===== src/design/ott_pkg.sv =====
// ----------------------------------------------------------------------------
// ott_pkg
// Types and constants shared by the outstanding transaction tracker.
// ----------------------------------------------------------------------------
`default_nettype none

package ott_pkg;

    localparam int DEPTH_DEF = 16;
    localparam int KIND_W    = 2;
    localparam int ID_W      = 16;
    localparam int ADDR_W    = 64;
    localparam int VIOL_W    = 2;
    localparam int TYPE_W    = 2;

    // request kinds
    localparam logic [KIND_W-1:0] REQ_START = 2'd0;
    localparam logic [KIND_W-1:0] REQ_END   = 2'd1;
    localparam logic [KIND_W-1:0] REQ_FLUSH = 2'd2;

    // violation codes
    localparam logic [VIOL_W-1:0] VIOL_UNMATCHED  = 2'd0;
    localparam logic [VIOL_W-1:0] VIOL_INCOMPLETE = 2'd1;
    localparam logic [VIOL_W-1:0] VIOL_OVERFLOW   = 2'd2;

    // transaction type codes
    localparam logic [TYPE_W-1:0] TYPE_READ  = 2'd0;
    localparam logic [TYPE_W-1:0] TYPE_WRITE = 2'd1;
    localparam logic [TYPE_W-1:0] UNKNOWN    = 2'd2;

    typedef enum logic {
        ST_IDLE,
        ST_FLUSH
    } t_state;

    typedef struct packed {
        logic              valid;
        logic [ID_W-1:0]   id;
        logic              write;
        logic [ADDR_W-1:0] addr;
    } t_entry;

    typedef struct packed {
        logic              start;
        logic              end_op;
        logic              pop;
        logic [ID_W-1:0]   id;
        logic              write;
        logic [ADDR_W-1:0] addr;
    } t_cell_op;

endpackage

`default_nettype wire


===== src/design/ott_req_if.sv =====
// ----------------------------------------------------------------------------
// ott_req_if
// Request channel of the outstanding transaction tracker.
// ----------------------------------------------------------------------------
`default_nettype none

interface ott_req_if;
    import ott_pkg::*;

    logic              valid;
    logic              ready;
    logic [KIND_W-1:0] kind;
    logic [ID_W-1:0]   txn_id;
    logic              is_write;
    logic [ADDR_W-1:0] address;

    modport source (output valid, kind, txn_id, is_write, address, input ready);
    modport sink   (input valid, kind, txn_id, is_write, address, output ready);

endinterface

`default_nettype wire


===== src/design/ott_res_if.sv =====
// ----------------------------------------------------------------------------
// ott_res_if
// Result channel of the outstanding transaction tracker.
// ----------------------------------------------------------------------------
`default_nettype none

interface ott_res_if;
    import ott_pkg::*;

    logic              valid;
    logic              ready;
    logic [VIOL_W-1:0] violation_kind;
    logic [ID_W-1:0]   txn_id_res;
    logic [TYPE_W-1:0] type_code;
    logic [ADDR_W-1:0] address_res;
    logic              last;

    modport source (output valid, violation_kind, txn_id_res, type_code, address_res, last,
                    input ready);
    modport sink   (input valid, violation_kind, txn_id_res, type_code, address_res, last,
                    output ready);

endinterface

`default_nettype wire


===== src/design/ott_cell.sv =====
// ----------------------------------------------------------------------------
// ott_cell
// One table slot: holds an open transaction, matches ids, shifts left.
// ----------------------------------------------------------------------------
`default_nettype none

module ott_cell (
    input  wire logic             i_clk,
    input  wire logic             i_rst_n,
    input  wire ott_pkg::t_cell_op i_op,
    input  wire logic             i_left_valid,
    input  wire logic             i_left_hit,
    input  wire ott_pkg::t_entry  i_right,
    output ott_pkg::t_entry       o_entry,
    output logic                  o_hit
);
    import ott_pkg::*;

    logic              r_valid, n_valid;
    logic [ID_W-1:0]   r_id, n_id;
    logic              r_write, n_write;
    logic [ADDR_W-1:0] r_addr, n_addr;
    logic              w_hit;

    assign w_hit = i_left_hit | (r_valid && (r_id == i_op.id));

    always_comb begin
        n_valid = r_valid;
        n_id    = r_id;
        n_write = r_write;
        n_addr  = r_addr;
        if (i_op.pop || (i_op.end_op && w_hit)) begin
            n_valid = i_right.valid;
            n_id    = i_right.id;
            n_write = i_right.write;
            n_addr  = i_right.addr;
        end else if (i_op.start && !r_valid && i_left_valid) begin
            n_valid = 1'b1;
            n_id    = i_op.id;
            n_write = i_op.write;
            n_addr  = i_op.addr;
        end
    end

    always_ff @(posedge i_clk) begin
        if (!i_rst_n) begin
            r_valid <= 1'b0;
        end else begin
            r_valid <= n_valid;
        end
    end

    always_ff @(posedge i_clk) begin
        r_id    <= n_id;
        r_write <= n_write;
        r_addr  <= n_addr;
    end

    assign o_entry = '{valid: r_valid, id: r_id, write: r_write, addr: r_addr};
    assign o_hit   = w_hit;

endmodule

`default_nettype wire


===== src/design/outstanding_transaction_tracker.sv =====
// ----------------------------------------------------------------------------
// outstanding_transaction_tracker
// Age-ordered scoreboard of open bus transactions built as a chain of cells.
// ----------------------------------------------------------------------------
// Open transactions sit in a row of DEPTH cells, oldest in cell 0, packed at
// the front. A start or end request is taken whenever the result register is
// free or being drained; an end removes the oldest matching id by shifting
// every later cell one place toward the front in that same cycle. A flush
// request, once taken, streams the open entries out one per cycle through
// cell 0 while the whole row shifts, as long as the result register is free
// or being drained, and no request is taken until the last entry is out.
// A start into a full table and an end with no match each yield one result.
`default_nettype none

module outstanding_transaction_tracker #(
    parameter int DEPTH = ott_pkg::DEPTH_DEF
) (
    input  wire logic  i_clk,
    input  wire logic  i_rst_n,
    ott_req_if.sink    i_req,
    ott_res_if.source  o_res
);
    import ott_pkg::*;

    t_state            r_state, n_state;
    logic              r_out_valid;
    logic [VIOL_W-1:0] r_out_viol, n_out_viol;
    logic [ID_W-1:0]   r_out_id, n_out_id;
    logic [TYPE_W-1:0] r_out_type, n_out_type;
    logic [ADDR_W-1:0] r_out_addr, n_out_addr;
    logic              r_out_last, n_out_last;

    logic              w_out_free;
    logic              w_accept;
    logic              w_emit;
    t_cell_op          w_op;
    t_entry            w_entry [DEPTH];
    t_entry            w_right [DEPTH];
    logic              w_vchain [DEPTH+1];
    logic              w_hchain [DEPTH+1];
    logic [DEPTH-1:0]  w_valid_vec;
    logic              w_full;
    logic              w_any_hit;

    assign w_vchain[0] = 1'b1;
    assign w_hchain[0] = 1'b0;

    for (genvar g = 0; g < DEPTH; g++) begin : g_cell
        if (g + 1 < DEPTH) begin : g_mid
            assign w_right[g] = w_entry[g+1];
        end else begin : g_end
            assign w_right[g] = '0;
        end

        ott_cell u_cell (
            .i_clk        (i_clk),
            .i_rst_n      (i_rst_n),
            .i_op         (w_op),
            .i_left_valid (w_vchain[g]),
            .i_left_hit   (w_hchain[g]),
            .i_right      (w_right[g]),
            .o_entry      (w_entry[g]),
            .o_hit        (w_hchain[g+1])
        );

        assign w_vchain[g+1]  = w_entry[g].valid;
        assign w_valid_vec[g] = w_entry[g].valid;
    end

    assign w_full    = w_entry[DEPTH-1].valid;
    assign w_any_hit = w_hchain[DEPTH];

    assign w_out_free  = !r_out_valid || o_res.ready;
    assign i_req.ready = (r_state == ST_IDLE) && w_out_free;
    assign w_accept    = i_req.valid && i_req.ready;

    always_comb begin
        n_state    = r_state;
        w_emit     = 1'b0;
        n_out_viol = r_out_viol;
        n_out_id   = r_out_id;
        n_out_type = r_out_type;
        n_out_addr = r_out_addr;
        n_out_last = r_out_last;
        w_op       = '{start: 1'b0, end_op: 1'b0, pop: 1'b0, id: i_req.txn_id,
                       write: i_req.is_write, addr: i_req.address};
        case (r_state)
            ST_IDLE: begin
                if (w_accept) begin
                    case (i_req.kind)
                        REQ_START: begin
                            w_op.start = 1'b1;
                            if (w_full) begin
                                w_emit     = 1'b1;
                                n_out_viol = VIOL_OVERFLOW;
                                n_out_id   = i_req.txn_id;
                                n_out_type = i_req.is_write ? TYPE_WRITE : TYPE_READ;
                                n_out_addr = i_req.address;
                                n_out_last = 1'b1;
                            end
                        end
                        REQ_END: begin
                            w_op.end_op = 1'b1;
                            if (!w_any_hit) begin
                                w_emit     = 1'b1;
                                n_out_viol = VIOL_UNMATCHED;
                                n_out_id   = i_req.txn_id;
                                n_out_type = UNKNOWN;
                                n_out_addr = '0;
                                n_out_last = 1'b1;
                            end
                        end
                        REQ_FLUSH: begin
                            if (w_entry[0].valid) begin
                                n_state = ST_FLUSH;
                            end
                        end
                        default: begin
                        end
                    endcase
                end
            end
            ST_FLUSH: begin
                if (w_out_free) begin
                    w_op.pop   = 1'b1;
                    w_emit     = 1'b1;
                    n_out_viol = VIOL_INCOMPLETE;
                    n_out_id   = w_entry[0].id;
                    n_out_type = w_entry[0].write ? TYPE_WRITE : TYPE_READ;
                    n_out_addr = w_entry[0].addr;
                    n_out_last = !w_right[0].valid;
                    if (!w_right[0].valid) begin
                        n_state = ST_IDLE;
                    end
                end
            end
            default: begin
                n_state = ST_IDLE;
            end
        endcase
    end

    always_ff @(posedge i_clk) begin
        if (!i_rst_n) begin
            r_state     <= ST_IDLE;
            r_out_valid <= 1'b0;
        end else begin
            r_state <= n_state;
            if (w_out_free) begin
                r_out_valid <= w_emit;
            end
        end
    end

    always_ff @(posedge i_clk) begin
        if (w_emit) begin
            r_out_viol <= n_out_viol;
            r_out_id   <= n_out_id;
            r_out_type <= n_out_type;
            r_out_addr <= n_out_addr;
            r_out_last <= n_out_last;
        end
    end

    assign o_res.valid          = r_out_valid;
    assign o_res.violation_kind = r_out_viol;
    assign o_res.txn_id_res     = r_out_id;
    assign o_res.type_code      = r_out_type;
    assign o_res.address_res    = r_out_addr;
    assign o_res.last           = r_out_last;

    // table stays packed at the front
    a_packed: assert property (@(posedge i_clk) disable iff (!i_rst_n)
        ((w_valid_vec & (w_valid_vec + DEPTH'(1))) == '0))
        else $error("open entries not packed");

    // a flush in progress always has an entry in front
    a_flush_front: assert property (@(posedge i_clk) disable iff (!i_rst_n)
        (r_state == ST_FLUSH) |-> w_entry[0].valid)
        else $error("flush with empty front cell");

    // each flush pop removes exactly one entry
    a_flush_pop: assert property (@(posedge i_clk) disable iff (!i_rst_n)
        (r_state == ST_FLUSH && w_out_free) |=>
        ($countones(w_valid_vec) + 1 == $past($countones(w_valid_vec))))
        else $error("flush pop count mismatch");

    // a start into a table with room adds one entry
    a_start_add: assert property (@(posedge i_clk) disable iff (!i_rst_n)
        (w_accept && i_req.kind == REQ_START && !w_full) |=>
        ($countones(w_valid_vec) == $past($countones(w_valid_vec)) + 1))
        else $error("start did not add an entry");

endmodule

`default_nettype wire


===== src/flat_wrapper.sv =====
// flat-port wrapper written by rule: the top's interface ports become plain ports
module outstanding_transaction_tracker_flat import ott_pkg::*;
#(
    parameter int DEPTH = ott_pkg::DEPTH_DEF
)
  (i_clk, i_rst_n, i_req_valid, i_req_kind, i_req_txn_id, i_req_is_write, i_req_address, i_req_ready, o_res_valid, o_res_violation_kind, o_res_txn_id_res, o_res_type_code, o_res_address_res, o_res_last, o_res_ready);
  ott_req_if i_req_i ();
  ott_res_if o_res_i ();
  input  wire logic i_clk;
  input  wire logic i_rst_n;
  input wire logic [$bits(i_req_i.valid)-1:0] i_req_valid;
  input wire logic [$bits(i_req_i.kind)-1:0] i_req_kind;
  input wire logic [$bits(i_req_i.txn_id)-1:0] i_req_txn_id;
  input wire logic [$bits(i_req_i.is_write)-1:0] i_req_is_write;
  input wire logic [$bits(i_req_i.address)-1:0] i_req_address;
  output wire logic [$bits(i_req_i.ready)-1:0] i_req_ready;
  output wire logic [$bits(o_res_i.valid)-1:0] o_res_valid;
  output wire logic [$bits(o_res_i.violation_kind)-1:0] o_res_violation_kind;
  output wire logic [$bits(o_res_i.txn_id_res)-1:0] o_res_txn_id_res;
  output wire logic [$bits(o_res_i.type_code)-1:0] o_res_type_code;
  output wire logic [$bits(o_res_i.address_res)-1:0] o_res_address_res;
  output wire logic [$bits(o_res_i.last)-1:0] o_res_last;
  input wire logic [$bits(o_res_i.ready)-1:0] o_res_ready;
  assign i_req_i.valid = i_req_valid;
  assign i_req_i.kind = i_req_kind;
  assign i_req_i.txn_id = i_req_txn_id;
  assign i_req_i.is_write = i_req_is_write;
  assign i_req_i.address = i_req_address;
  assign i_req_ready = i_req_i.ready;
  assign o_res_valid = o_res_i.valid;
  assign o_res_violation_kind = o_res_i.violation_kind;
  assign o_res_txn_id_res = o_res_i.txn_id_res;
  assign o_res_type_code = o_res_i.type_code;
  assign o_res_address_res = o_res_i.address_res;
  assign o_res_last = o_res_i.last;
  assign o_res_i.ready = o_res_ready;
  outstanding_transaction_tracker #(.DEPTH(DEPTH)) u_core (.i_clk(i_clk), .i_rst_n(i_rst_n), .i_req(i_req_i), .o_res(o_res_i));
endmodule

===== config.mk =====
export PLATFORM = sky130hd
export DESIGN_NAME = outstanding_transaction_tracker_flat
export DESIGN_NICKNAME = d
export VERILOG_FILES = /design/src/design/ott_pkg.sv /design/src/design/ott_req_if.sv /design/src/design/ott_res_if.sv /design/src/design/ott_cell.sv /design/src/design/outstanding_transaction_tracker.sv /design/src/flat_wrapper.sv
export SDC_FILE = /design/constraint.sdc
export NUM_CORES = 2
export LEC_CHECK = 0
export BUFFER_PORTS_ARGS = -buffer_cell sky130_fd_sc_hd__buf_2
export CORE_AREA = 4 4 383 385
export CTS_CLUSTER_SIZE = 28
export DETAILED_ROUTE_END_ITERATION = 8
export DIE_AREA = 0 0 387 389
export GPL_ROUTABILITY_DRIVEN = 1
export SETUP_SLACK_MARGIN = 0.4
export SYNTH_ARGS = -nofsm -noshare
export SYNTH_HDL_FRONTEND = slang
export SYNTH_HIERARCHICAL = 1
export SYNTH_SLANG_ARGS = --single-unit

===== constraint.sdc =====
create_clock -name i_clk -period 25.2 [get_ports i_clk]
set_input_delay 7.56 -clock i_clk [delete_from_list [all_inputs] [get_ports i_clk]]
set_output_delay 7.56 -clock i_clk [all_outputs]
set_load 0.05 [all_outputs]

Yosys cells after proc, flatten, opt, wreduce, memory -nomap -nowiden
Index checks and enable logic that the tools add are counted.

Flip-flop bits (word level): 1399. Input port bits: 87. Output and inout port bits: 87. Logic and storage cells: 397.

Equal/unequal tests: 23. Muxes and demuxes: 169. Bitwise logic cells: 17. Reduce and logical (&&, ||, !) cells: 117.

Operators with widths (number): $mux W64 (34); $mux W16 (34); $eq A16 B16 Y1 (16); $pmux W64 S2 (2); $mux W1 (78); $logic_and A1 B1 Y1 (65); $pmux W16 S2 (2); $reduce_bool A2 Y1 (15); $mux W2 (10); $logic_not A1 Y1 (17); $logic_or A1 B1 Y1 (17); $pmux W2 S2 (4); $or A1 B1 Y1 (15); $pmux W1 S2 (5); $ne A3 B3 Y1 const B (3); $reduce_and A6 Y1 (1); $eq A2 B1 Y1 const B (1); $eq A2 B2 Y1 const B (1); $logic_not A2 Y1 (1); $ne A2 B1 Y1 const B (1); $ne A2 B2 Y1 const B (1); $not A1 Y1 (2); $reduce_or A2 Y1 (1).

Depth between registers and ports, before layout
Depth in word-level cells: 22. Depth in mapped cells: 23. Gate-level depth less buffers: 22.

Hierarchy
The synthesis kept the hierarchy.

Modules (own cells, without submodules): ott_cell (instances 16, cells each 208, area an instance 3963.8 um^2, seq. area each 2452.4 um^2); outstanding_transaction_tracker (instances 1, cells each 207, area an instance 3593.4 um^2, seq. area each 2592.5 um^2).

Worst setup path before layout
Ideal clock, no wire load.

Kind: in2out. Start: in o_res_ready. End: out i_req_ready. Data arrival time: 8.327 ns. Data required time: 17.640 ns. Path slack: 9.313 ns. Stages on the path: 2. Path buffers: 0. Path through: nor2b_1 > nor2_1.

Longest elaborated chain between the ends: 2.

RTL lines: start, declared (RTL line flat_wrapper.sv:23) `input wire logic [$bits(o_res_i.ready)-1:0] o_res_ready;`; $logic_or A1 B1 Y1 (RTL line outstanding_transaction_tracker.sv:73) `assign w_out_free = !r_out_valid || o_res.ready;`; $logic_and A1 B1 Y1 (RTL line outstanding_transaction_tracker.sv:74) `assign i_req.ready = (r_state == ST_IDLE) && w_out_free;`; end, declared (RTL line flat_wrapper.sv:16) `output wire logic [$bits(i_req_i.ready)-1:0] i_req_ready;`.

Every way passes these cells.

Worst setup path in the final report
Same ends and word-level chain as after synthesis.

==> qor.csv <==
stage;metric;value;unit
power;Power Density;69.13;nW/um^2
placement;GPL Wtd Cong;0.7860;
synthesis;Yosys reg bits;1399;
global_routing;first-pass GRT wire length;204.4;mm
timing;Final setup viols;0;
drt;vias per cell;5.380;
floorplan;Initial Util;46.82;%
timing;fin crit period;16130;ps
drt;routed via count;31520;
timing;FMAX;62.00;MHz
floorplan;CORE AREA;143100;um^2
power;Max VDD drop;0.05219;mV
synthesis;Seq/Total Area, Yosys;62.42;%
finish;share of post-route cells with drive strength above 1;45.70;%
synthesis;ys async rst share;0;%
cts;root buffer cell;clkbuf_16;
synthesis;Mapped Area;67010;um^2
finish;area of the multi-input gates;23870;um^2
timing;Hold Fails Final Rpt;0;
synthesis;largest area contributor in the netlist;edfxtp_1;
floorplan;Total Die Area;150500;um^2
timing;Fin Clk Skew;31.08;ps
worst_setup_path;CP required;17640;ps
timing;Setup TNS;0;ps
finish;Final #Nets;3921;
cts;Worst-path clk slew;60;ps
cts;CTS max path bufs;3;
placement;Port Buffers;173;
cts;CTS buffer count;153;
synthesis;cells after synthesis;3535;
global_routing;vias in the first global route;32650;
global_routing;grt ovf;0;
synthesis;Area contributors post-synth;edfxtp_1, mux2_4, mux2_2;
timing;RSZ-0062 raised after global routing;false;
synthesis;post-synthesis area per instance;18.96;um^2
cts;Post-CTS Resized;0;
worst_setup_path;CP endpoint kind;output port;
cts;Skew-Pair Late Insertion Delay;770;ps
floorplan;number of placement rows;139;
flow_run;maxcap violations;0;
power;Pleak;0.02982;uW
drt;WL final;135.2;mm
timing;slew margin rel.;24.10;%
synthesis;Synth cell types;34;
finish;register area;41830;um^2
placement;Inst Count DP;5582;
finish;Fillers;11500;
cts;TritonCTS clock tree;yes;
worst_setup_path;CP startpoint kind;input pin;
timing;Slew @ Worst Pin;1139;ps
outcome;status;complete, no violations;
finish;final cell count without fillers;5859;
cts;clock sink count;1399;
floorplan;die height;389;um
floorplan;io pins;174;
worst_setup_path;Critical Path AT;8570;ps
drt;DRT iter0 DRCs;2086;
synthesis;Synth top cells by count;edfxtp_1, mux2_4, mux2_2, buf_6, xor2_1;
drt;wire per inst;23.07;um
drt;Remaining DRCs;0;
synthesis;Top FF cell, synth;edfxtp_1;
worst_setup_path;critical path type;input pin to output port;
drt;DRT antenna net count;0;
cts;postcts setup bufs;0;
drt;Initial DRT Pass Iterations;6;
floorplan;Die X;387;um
cts;# hold bufs at CTS;0;
timing;fin. max-slew vios;0;
placement;dpl hpwl;81.06;mm
timing;period utilization;64.01;%
worst_setup_path;largest fanout on the critical path;6;
finish;P&R area growth vs syn;11.08;%
cts;H-Tree Depth;4;
synthesis;Yosys top cell area share;61.88;%
global_routing;total track usage;17.59;%
synthesis;Post-synth EDFFs;1381;
synthesis;yosys warns;6;
global_routing;initial antenna violation count;5;
synthesis;most frequent cell after synthesis;edfxtp_1;
global_routing;largest net degree at the start of global routing;84;
min_path;Hold Path Class;flop to flop;
==> per-stage QoR <==
step / power, uW / area [um^2] / hold WS (ps) / setup slack [ps] / util, %
2_1_floorplan: 3000 / 67330 / 402.9 / 9313 / -
3_3_place_gp: 3093 / 69800 / 527.1 / 9117 / 48.76
3_5_place_dp: 3102 / 69800 / 532.9 / 9094 / 48.76
4_1_cts: 5219 / 74430 / 527.1 / 9089 / 52.00
5_1_grt: 5343 / 74430 / 540.9 / 9013 / 52.00
6_report: 5146 / 74440 / 530.6 / 9070 / 52.01
==> final cells by class <==
class | count | area share [%]
antenna | 2 | 0.006723
clock buffer | 194 | 5.493
clock inverter | 81 | 0.7345
inverter | 50 | 0.2521
multi-input combinational | 1976 | 32.07
sequential | 1399 | 56.20
tap | 1903 | 3.199
timing repair buffer | 254 | 2.047
==> final timing paths <==
check,slack (ps),cells past startpoint,endpoint,from
hold reg to reg,530,1,u_core/g_cell[5].u_cell/r_addr[41],u_core/g_cell[6].u_cell/r_addr[41]
hold / removal,530,1,u_core/g_cell[5].u_cell/r_addr[41],u_core/g_cell[6].u_cell/r_addr[41]
setup / recovery,9070,4,i_req_ready,o_res_ready
setup reg to reg,19630,23,u_core/o_res.address_res[21],u_core/g_cell[0].u_cell/r_id[6]
==> power by group <==
part | total [uW] | internal [uW] | switching, uW
clock network | 2090 | 1200 | 898
logic | 408 | 215 | 193
registers | 2640 | 2630 | 16.4
==> cells in the final DEF (no fill, tap or decap), drive strengths merged <==
cell	count
clkinvlp	2
edfxtp	1381
o31ai	1
nand4	17
diode	2
xnor2	96
nor4b	1
nor2	2
mux2	1312
a22o	65
nor3	16
dfxtp	18
nand2b	16
and3	18
conb	85
a31oi	16
a21o	32
o22ai	16
a21boi	1
nor4	32
o21ai	33
clkinv	69
nor2b	5
inv	55
nand2	65
o211ai	1
xor2	112
a222oi	16
bufinv	5
a21oi	2
clkbuf	194
mux2i	16
buf	254
==> routing by layer <==
metal	track usage (%)	wire, um	vias to the layer above
li1	-	-	14270
met1	24.36	62730	16440
met2	28.58	63060	636
met3	3.388	6808	183
met4	4.604	2561	0
met5	0	0	-
==> logic make-up (layout without fill, tap and decap cells) <==
family | after synthesis | after routing | synth area share, %
DFF | 1399 | 1399 | 62.42
muxes | 1328 | 1328 | 28.38
buffers and inverters | 243 | 579 | 3.096
xor gates and xnor gates | 208 | 208 | 2.718
AOI/OAI and AO/OA | 183 | 183 | 2.046
and+or+nand+nor | 172 | 172 | 1.329
other | 2 | 87 | 0.01121
==> sequential cells by signal (all words and copies together) (netlist names) <==
| name | count |
|---|---|
| u_core/g_cell.u_cell/r_addr | 1024 |
| u_core/g_cell.u_cell/r_id | 256 |
| u_core/o_res.address_res | 64 |
| u_core/g_cell.u_cell/r_valid | 16 |
| u_core/g_cell.u_cell/r_write | 16 |
| u_core/o_res.txn_id_res | 16 |
| u_core/o_res.type_code | 2 |
| u_core/o_res.violation_kind | 2 |
| u_core/o_res.last | 1 |
| u_core/o_res.valid | 1 |
| u_core/r_state | 1 |
==> worst max-delay path: stages <==
cell	delay [ps]
buf_2	100
nor2b_1	480
nor2_1	170
buf_2	260
Power figures use the tool's default switching activity.
